===== src/rtl/mcs_queue_lock_manager_unit_defines.svh =====
// ----------------------------------------------------------------------------
// MCS queue lock manager assertion macros
// Shared property forms for the checks in the top level.
// ----------------------------------------------------------------------------
`ifndef MCS_QUEUE_LOCK_MANAGER_UNIT_DEFINES_SVH
`define MCS_QUEUE_LOCK_MANAGER_UNIT_DEFINES_SVH

// Consequent must hold in the same cycle as the antecedent.
`define MCSQLM_ASSERT_NOW(label, clk, rst_n, ante, cons) \
    label: assert property (@(posedge clk) disable iff (!rst_n) (ante) |-> (cons)) \
        else $error("mcs lock manager: same-cycle check failed");

// Consequent must hold in the cycle after the antecedent.
`define MCSQLM_ASSERT_NEXT(label, clk, rst_n, ante, cons) \
    label: assert property (@(posedge clk) disable iff (!rst_n) (ante) |=> (cons)) \
        else $error("mcs lock manager: next-cycle check failed");

`endif


===== src/rtl/mcsqlm_pkg.sv =====
// ----------------------------------------------------------------------------
// MCS queue lock manager package
// Sizes, codes and the structs shared by the lock manager modules.
// ----------------------------------------------------------------------------
`default_nettype none

package mcsqlm_pkg;

    localparam int RANKS    = 16;
    localparam int RANK_W   = 4;
    localparam int PTR_W    = RANK_W + 1;
    localparam int STATUS_W = 8;

    // A rank pointer with its top bit set means "no rank".
    localparam logic [PTR_W-1:0] PTR_NIL = {1'b1, {RANK_W{1'b0}}};

    typedef enum logic [1:0] {
        ERR_OK         = 2'd0,
        ERR_QUEUED     = 2'd1,
        ERR_NOT_HOLDER = 2'd2
    } err_t;

    typedef enum logic {
        LK_IDLE,
        LK_EXEC
    } lk_state_t;

    typedef struct packed {
        logic              rd_en;
        logic [RANK_W-1:0] rd_addr;
        logic              wr_en;
        logic [RANK_W-1:0] wr_addr;
        logic [PTR_W-1:0]  wr_data;
    } link_req_t;

    typedef struct packed {
        logic                grant_valid;
        logic [RANK_W-1:0]   granted_rank;
        logic [STATUS_W-1:0] granted_status;
        logic                holder_alone;
        err_t                error_code;
    } lock_res_t;

endpackage

`default_nettype wire


===== src/rtl/mcsqlm_link_mem.sv =====
// ----------------------------------------------------------------------------
// MCS successor link memory
// One entry per rank holding the rank queued behind it; one write and one
// registered read per cycle. Entries never written read back as no rank.
// ----------------------------------------------------------------------------
`default_nettype none

module mcsqlm_link_mem (
    input  wire logic                         clk,
    input  wire logic                         rst_n,
    input  wire mcsqlm_pkg::link_req_t        req,
    output logic [mcsqlm_pkg::PTR_W-1:0]      rd_link
);

    logic [mcsqlm_pkg::PTR_W-1:0] link_mem [mcsqlm_pkg::RANKS];
    logic [mcsqlm_pkg::RANKS-1:0] written_reg;
    logic [mcsqlm_pkg::PTR_W-1:0] rd_data_reg;
    logic                         rd_written_reg;

    always_ff @(posedge clk)
    begin
        if (req.wr_en)
        begin
            link_mem[req.wr_addr] <= req.wr_data;
        end
        if (req.rd_en)
        begin
            rd_data_reg <= link_mem[req.rd_addr];
        end
    end

    always_ff @(posedge clk or negedge rst_n)
    begin
        if (!rst_n)
        begin
            written_reg    <= '0;
            rd_written_reg <= 1'b0;
        end
        else
        begin
            if (req.wr_en)
            begin
                written_reg[req.wr_addr] <= 1'b1;
            end
            if (req.rd_en)
            begin
                rd_written_reg <= written_reg[req.rd_addr];
            end
        end
    end

    assign rd_link = rd_written_reg ? rd_data_reg : mcsqlm_pkg::PTR_NIL;

endmodule

`default_nettype wire


===== src/rtl/mcsqlm_core.sv =====
// ----------------------------------------------------------------------------
// MCS lock control core
// Holds the lock holder, queue tail and queued flags, sequences each request
// through a link memory read and applies the acquire or release update.
// ----------------------------------------------------------------------------
`default_nettype none

module mcsqlm_core (
    input  wire logic                                clk,
    input  wire logic                                rst_n,
    input  wire logic                                in_valid,
    output logic                                     in_stall,
    input  wire logic                                action,
    input  wire logic [mcsqlm_pkg::RANK_W-1:0]       requester,
    input  wire logic [mcsqlm_pkg::STATUS_W-1:0]     pass_status,
    input  wire logic [mcsqlm_pkg::STATUS_W-1:0]     global_status_code,
    input  wire logic                                out_free,
    output mcsqlm_pkg::link_req_t                    link_req,
    input  wire logic [mcsqlm_pkg::PTR_W-1:0]        rd_link,
    output logic                                     res_valid,
    output mcsqlm_pkg::lock_res_t                    res
);

    mcsqlm_pkg::lk_state_t                state_reg, state_next;
    logic [mcsqlm_pkg::PTR_W-1:0]         holder_reg, holder_next;
    logic [mcsqlm_pkg::PTR_W-1:0]         tail_reg, tail_next;
    logic [mcsqlm_pkg::RANKS-1:0]         queued_reg, queued_next;

    logic                                 req_action_reg;
    logic [mcsqlm_pkg::RANK_W-1:0]        req_rank_reg;
    logic [mcsqlm_pkg::STATUS_W-1:0]      req_pass_reg;

    always_ff @(posedge clk or negedge rst_n)
    begin
        if (!rst_n)
        begin
            state_reg  <= mcsqlm_pkg::LK_IDLE;
            holder_reg <= mcsqlm_pkg::PTR_NIL;
            tail_reg   <= mcsqlm_pkg::PTR_NIL;
            queued_reg <= '0;
        end
        else
        begin
            state_reg  <= state_next;
            holder_reg <= holder_next;
            tail_reg   <= tail_next;
            queued_reg <= queued_next;
        end
    end

    always_ff @(posedge clk)
    begin
        if (state_reg == mcsqlm_pkg::LK_IDLE && in_valid)
        begin
            req_action_reg <= action;
            req_rank_reg   <= requester;
            req_pass_reg   <= pass_status;
        end
    end

    always_comb
    begin
        logic [mcsqlm_pkg::PTR_W-1:0] rank_ptr;
        logic                         in_range;
        logic                         grant;
        logic [mcsqlm_pkg::STATUS_W-1:0] gstat;
        mcsqlm_pkg::err_t             err;

        rank_ptr = {1'b0, req_rank_reg};
        in_range = rank_ptr < mcsqlm_pkg::PTR_W'(mcsqlm_pkg::RANKS);
        grant    = 1'b0;
        gstat    = '0;
        err      = mcsqlm_pkg::ERR_OK;

        state_next  = state_reg;
        holder_next = holder_reg;
        tail_next   = tail_reg;
        queued_next = queued_reg;
        in_stall    = 1'b1;
        res_valid   = 1'b0;

        link_req.rd_en   = 1'b0;
        link_req.rd_addr = requester;
        link_req.wr_en   = 1'b0;
        link_req.wr_addr = req_rank_reg;
        link_req.wr_data = mcsqlm_pkg::PTR_NIL;

        unique case (state_reg)
            mcsqlm_pkg::LK_IDLE:
            begin
                in_stall = 1'b0;
                if (in_valid)
                begin
                    link_req.rd_en = 1'b1;
                    state_next     = mcsqlm_pkg::LK_EXEC;
                end
            end
            mcsqlm_pkg::LK_EXEC:
            begin
                if (out_free)
                begin
                    res_valid  = 1'b1;
                    state_next = mcsqlm_pkg::LK_IDLE;
                    if (!req_action_reg)
                    begin
                        if (!in_range || queued_reg[req_rank_reg])
                        begin
                            err = mcsqlm_pkg::ERR_QUEUED;
                        end
                        else
                        begin
                            // A rank that is not queued already has a null link.
                            queued_next[req_rank_reg] = 1'b1;
                            tail_next = rank_ptr;
                            if (tail_reg[mcsqlm_pkg::PTR_W-1])
                            begin
                                holder_next = rank_ptr;
                                grant       = 1'b1;
                                gstat       = global_status_code;
                            end
                            else
                            begin
                                link_req.wr_en   = 1'b1;
                                link_req.wr_addr = tail_reg[mcsqlm_pkg::RANK_W-1:0];
                                link_req.wr_data = rank_ptr;
                            end
                        end
                    end
                    else
                    begin
                        if (!in_range || holder_reg != rank_ptr)
                        begin
                            err = mcsqlm_pkg::ERR_NOT_HOLDER;
                        end
                        else
                        begin
                            queued_next[req_rank_reg] = 1'b0;
                            link_req.wr_en = 1'b1;
                            if (rd_link[mcsqlm_pkg::PTR_W-1])
                            begin
                                holder_next = mcsqlm_pkg::PTR_NIL;
                                tail_next   = mcsqlm_pkg::PTR_NIL;
                            end
                            else
                            begin
                                holder_next = rd_link;
                                grant       = 1'b1;
                                gstat       = req_pass_reg;
                            end
                        end
                    end
                end
            end
            default:
            begin
                state_next = mcsqlm_pkg::LK_IDLE;
            end
        endcase

        // The holder has no successor exactly when it is also the tail.
        res.grant_valid    = grant;
        res.granted_rank   = holder_next[mcsqlm_pkg::PTR_W-1] ?
                             '0 : holder_next[mcsqlm_pkg::RANK_W-1:0];
        res.granted_status = gstat;
        res.holder_alone   = !holder_next[mcsqlm_pkg::PTR_W-1] &&
                             (holder_next == tail_next);
        res.error_code     = err;
    end

endmodule

`default_nettype wire


===== src/rtl/mcs_queue_lock_manager_unit.sv =====
// ----------------------------------------------------------------------------
// MCS queue lock manager
// Central queue lock that grants, queues and hands over ownership among ranks.
// ----------------------------------------------------------------------------
// Each request is handled in the idle and execute states: on acceptance the
// requester's successor link is read from the link memory, and in the execute
// state, once the output is free, the update is applied and the result register
// loaded. The block takes no new request until the current one is applied. The
// result register lets a new request enter while an earlier result waits to
// be taken. Every request yields exactly one result.
`default_nettype none

`include "mcs_queue_lock_manager_unit_defines.svh"

module mcs_queue_lock_manager_unit (
    input  wire logic                                clk,
    input  wire logic                                rst_n,
    input  wire logic                                cfg_wr_en,
    input  wire logic [mcsqlm_pkg::STATUS_W-1:0]     cfg_wr_data,
    input  wire logic                                in_valid,
    output logic                                     in_stall,
    input  wire logic                                action,
    input  wire logic [mcsqlm_pkg::RANK_W-1:0]       requester,
    input  wire logic [mcsqlm_pkg::STATUS_W-1:0]     pass_status,
    output logic                                     out_valid,
    input  wire logic                                out_stall,
    output logic                                     grant_valid,
    output logic [mcsqlm_pkg::RANK_W-1:0]            granted_rank,
    output logic [mcsqlm_pkg::STATUS_W-1:0]          granted_status,
    output logic                                     holder_alone,
    output logic [1:0]                               error_code
);

    logic [mcsqlm_pkg::STATUS_W-1:0] gsc_reg;
    logic                            out_valid_reg;
    mcsqlm_pkg::lock_res_t           res_reg;

    mcsqlm_pkg::link_req_t           link_req;
    logic [mcsqlm_pkg::PTR_W-1:0]    rd_link;
    logic                            res_valid;
    mcsqlm_pkg::lock_res_t           res;
    logic                            out_free;

    assign out_free = !out_valid_reg || !out_stall;

    mcsqlm_core u_core (
        .clk                (clk),
        .rst_n              (rst_n),
        .in_valid           (in_valid),
        .in_stall           (in_stall),
        .action             (action),
        .requester          (requester),
        .pass_status        (pass_status),
        .global_status_code (gsc_reg),
        .out_free           (out_free),
        .link_req           (link_req),
        .rd_link            (rd_link),
        .res_valid          (res_valid),
        .res                (res)
    );

    mcsqlm_link_mem u_link_mem (
        .clk     (clk),
        .rst_n   (rst_n),
        .req     (link_req),
        .rd_link (rd_link)
    );

    always_ff @(posedge clk or negedge rst_n)
    begin
        if (!rst_n)
        begin
            gsc_reg       <= '0;
            out_valid_reg <= 1'b0;
        end
        else
        begin
            if (cfg_wr_en)
            begin
                gsc_reg <= cfg_wr_data;
            end
            if (res_valid)
            begin
                out_valid_reg <= 1'b1;
            end
            else if (!out_stall)
            begin
                out_valid_reg <= 1'b0;
            end
        end
    end

    always_ff @(posedge clk)
    begin
        if (res_valid)
        begin
            res_reg <= res;
        end
    end

    assign out_valid      = out_valid_reg;
    assign grant_valid    = res_reg.grant_valid;
    assign granted_rank   = res_reg.granted_rank;
    assign granted_status = res_reg.granted_status;
    assign holder_alone   = res_reg.holder_alone;
    assign error_code     = res_reg.error_code;

    // A failed request never grants and carries no status byte.
    `MCSQLM_ASSERT_NOW(a_err_no_grant, clk, rst_n,
        out_valid && (error_code != mcsqlm_pkg::ERR_OK), !grant_valid)
    `MCSQLM_ASSERT_NOW(a_no_grant_no_status, clk, rst_n,
        out_valid && !grant_valid, granted_status == '0)
    // A request in flight blocks the next one in the cycle after its acceptance.
    `MCSQLM_ASSERT_NEXT(a_busy_after_accept, clk, rst_n,
        in_valid && !in_stall, in_stall)

endmodule

`default_nettype wire

===== config.mk =====
export PLATFORM = sky130hd
export DESIGN_NAME = mcs_queue_lock_manager_unit
export DESIGN_NICKNAME = d
export VERILOG_FILES = /design/src/rtl/mcsqlm_pkg.sv /design/src/rtl/mcsqlm_link_mem.sv /design/src/rtl/mcsqlm_core.sv /design/src/rtl/mcs_queue_lock_manager_unit.sv
export VERILOG_INCLUDE_DIRS = /design/src /design/src/rtl
export SDC_FILE = /design/constraint.sdc
export NUM_CORES = 1
export LEC_CHECK = 0
export ABC_CLOCK_PERIOD_IN_PS = 3200
export BUFFER_PORTS_ARGS = -buffer_cell sky130_fd_sc_hd__buf_2
export CAP_MARGIN = 20
export CORE_MARGIN = 1
export CORE_UTILIZATION = 40
export CTS_BUF_LIST = sky130_fd_sc_hd__clkbuf_4 sky130_fd_sc_hd__clkbuf_8
export DETAILED_ROUTE_END_ITERATION = 16
export PLACE_DENSITY = 0.58
export SETUP_SLACK_MARGIN = 0.05
export SYNTH_ARGS = -nofsm -noshare
export SYNTH_HDL_FRONTEND = slang
export SYNTH_SLANG_ARGS = --single-unit

===== constraint.sdc =====
create_clock -name clk -period 3.2 [get_ports clk]
set_input_delay 0 -clock clk [delete_from_list [all_inputs] [get_ports clk]]
set_output_delay 0 -clock clk [all_outputs]
set_load 0.01 [all_outputs]

==> flow_summary.toml <==
[status]
status = "finished clean"

[cells_and_area]
final_nets = 564
regArea_mm2 = 0.00475
syn_to_final_growth_pct = 20.4
drive_above_1_share_pct = 33.0
diodes = 0
fillCellCount = 1462
largest_reg_flops = 80
final_util_pct = 49.0
final_area_mm2 = 0.00844
multiInputGateArea_mm2 = 0.00218

[global_route]
gr-total-overflow = 0
grt_pass1_vias = 4316
antenna_found_initial = 0
grt_pass1_wl_um = 24800
grt_max_degree = 32
track_usage_pct = 18.8

[synthesis]
yosysTopAreaCellShare_pct = 48.8
syn-instance-count = 438
synth_seq_area_share_pct = 67.8
synthArstFlopShare_pct = 31.7
synth_top_area_cell = "edfxtp_1"
synth-edff-count = 114
syn_nets = 464
synth_top_flop_cell = "edfxtp_1"
synth_seq_cells = 167
synth_cell_types = 48
syn_avg_cell_area_um2 = 16.0
synthTopCellsByArea = "edfxtp_1, dfrtp_1, mux4_2"
yosys_warnings = 0
synth_area_mm2 = 0.00701

[cts]
clk_pin_slew_ns = 0.09
clock_path_buffers = 2
cts_tree = "built"
cts_root_buf = "clkbuf_8"
cts_inserted_buffers = 17
clk_latency_ns = 0.47
htree_levels = 4
cts_sinks = 167

[sta]
rsz0062_at_grt = "true"
slew_violations = 0
setup_tns_ns = 0
slew_headroom_pct = 44.6
fmax_ghz = 0.327
setup_viol = 0
hold_slack_ns = 0.155
finClkSkew_ns = 0.0145
tightestPinTransition_ns = 0.831
fin_crit_ns = 3.06
finalHoldViolCount = 0
finalCritPeriodShare_pct = 95.6

[die]
io_pins = 44
die_h_um = 134
start_util_pct = 40.7
coreArea_mm2 = 0.0172
num_rows = 48
die_area_mm2 = 0.0181
fp.dieW_um = 134

[placement]
io_buffers = 43
dpl.hpwl_um = 10600
gp_congestion = 0.858
dpl-instance-area_mm2 = 0.00763

[hold_path]
min_path_cells = 1
min_path_type = "in -> reg"
worstHoldEndpoint = "u_core.req_rank_reg[0]$_DFFE_PP_"
hold_start = "requester[0]"

[drt]
wl_met2_um = 7630
dr.pass1.iters = 5
dr_wl_met3_um = 845
vias = 4231
viasPerCell = 5.45
post-route-drc-count = 0
routedWlPerCell_um = 20.1
drt_iter0_markers = 364
drt-met1-wl_um = 6970
ant_nets = 0
drt_wl_total_um = 15600
top_layer = "met4"

[critical_path]
crit_arrival_ns = 3.35
reg2reg_depth = 8
rr_startpoint = "u_core.req_rank_reg[2]$_DFFE_PP_"
regToRegSetupSlack_ns = 0.14
r2r-end = "holder_alone$_DFFE_PP_"
start_kind = "flip-flop"
crit_type = "reg -> reg"
worstPathRequired_ns = 3.49
cp_max_fo = 7
critPathCaptureType = "flip-flop"

[run]
max_cap_viol_count = 0

[pwr]
max-vdd-ir-drop_uv = 354
leakage_nw = 3.08
cellPowerDensity_mw_per_mm2 = 754
worst max path at each step:
stage	start	end	slack [ns]	cells after the start
final	u_core.req_rank_reg[2]$_DFFE_PP_	holder_alone$_DFFE_PP_	0.14	8
after global routing	u_core.req_rank_reg[2]$_DFFE_PP_	holder_alone$_DFFE_PP_	0.005	8
after CTS	u_core.req_rank_reg[2]$_DFFE_PP_	holder_alone$_DFFE_PP_	0.1	8
after detailed placement	u_core.req_rank_reg[2]$_DFFE_PP_	u_link_mem.link_mem[11][2]$_DFFE_PP_	0.13	7
after global placement	u_core.req_rank_reg[2]$_DFFE_PP_	u_link_mem.link_mem[14][0]$_DFFE_PP_	0.16	7
after floorplan	u_core.req_rank_reg[2]$_DFFE_PP_	u_link_mem.link_mem[7][0]$_DFFE_PP_	0.29	7
layout make-up:
| type | instances | share of cell area, % |
|---|---|---|
| repair buffers | 104 | 8.94 |
| multi-input cells | 235 | 25.8 |
| clock buffers | 19 | 3.02 |
| flip-flops and latches | 167 | 56.3 |
| clock inverters | 13 | 2.00 |
| well taps | 225 | 3.33 |
| inverters | 13 | 0.578 |
where the power goes:
group          total [mW]  internal (mW)  switching (mW)
clock network        1.57          0.748           0.825
registers            3.12           2.84           0.279
logic                1.67          0.740           0.929
total                6.37           4.33            2.03
repair_timing:
action / 4_1_cts / 5_1_grt
hold buffers: 31 / 0
hold endpoints to repair: 52 / 0
gates resized for setup: 0 / 19
setup endpoints to repair: 0 / 65
buffers inserted: 0 / 1
critical path, stage by stage, from the launching register on:
cell and delay [ns]:
edfxtp_1 0.52, mux4_2 0.56, mux4_2 0.55, buf_6 0.17, nor2_4 0.11, nand2_1 0.09, a21o_4 0.25, or3_1 0.40
nor4_2 0.24
placed cells by master (no fill, tap or decap), types with 18 or more instances in the layout:
cell and n:
buf_2 43, clkbuf_8 18, dfrtp_1 51, nor2_1 30, mux4_2 39, edfxtp_1 114
buf_4 29, dlygate4sd3_1 31, a31oi_1 19, or2_1 19
stage by stage:
step           setup WS, ns  power, mW  std cells
2_1_floorplan         0.289       4.14        438
3_3_place_gp          0.165       4.69        712
3_5_place_dp          0.135       4.74        712
4_1_cts              0.0983       6.35        775
5_1_grt             0.00455       6.68        776
6_report              0.141       6.37        776
cells by family after synthesis:
group,count (synthesis),share of synthesized area (%)
flops,167,67.8
simple gates,112,8.30
mux,52,14.6
compound gates,63,6.28
xor+xnor,8,0.999
buf+inv,36,2.07
cells in the mapped netlist (all sizes together), types with 2 or more instances:
| master | count |
|---|---|
| nor4 | 2 |
| buf | 8 |
| xor2 | 2 |
| nor2 | 45 |
| dfstp | 2 |
| dfrtp | 51 |
| or3 | 3 |
| mux2i | 2 |
| a41oi | 3 |
| or2 | 19 |
| nor3b | 4 |
| a21o | 2 |
| edfxtp | 114 |
| and2 | 6 |
| nor3 | 8 |
| o2111ai | 2 |
| xnor2 | 6 |
| mux4 | 39 |
| or4 | 3 |
| nand2 | 16 |
| inv | 13 |
| nor2b | 4 |
| a32oi | 5 |
| mux2 | 11 |
| a31oi | 19 |
| a21oi | 14 |
| clkbuf | 15 |
| a22oi | 8 |
| o21ai | 2 |
routing by layer:
metal | vias to the layer above | global-route usage (%)
met5 | - | 0
met4 | 0 | 5.74
met3 | 14 | 4.88
met2 | 116 | 29.4
met1 | 2203 | 26.0
li1 | 1898 | -
No activity file was read; power rests on OpenSTA's default activity.
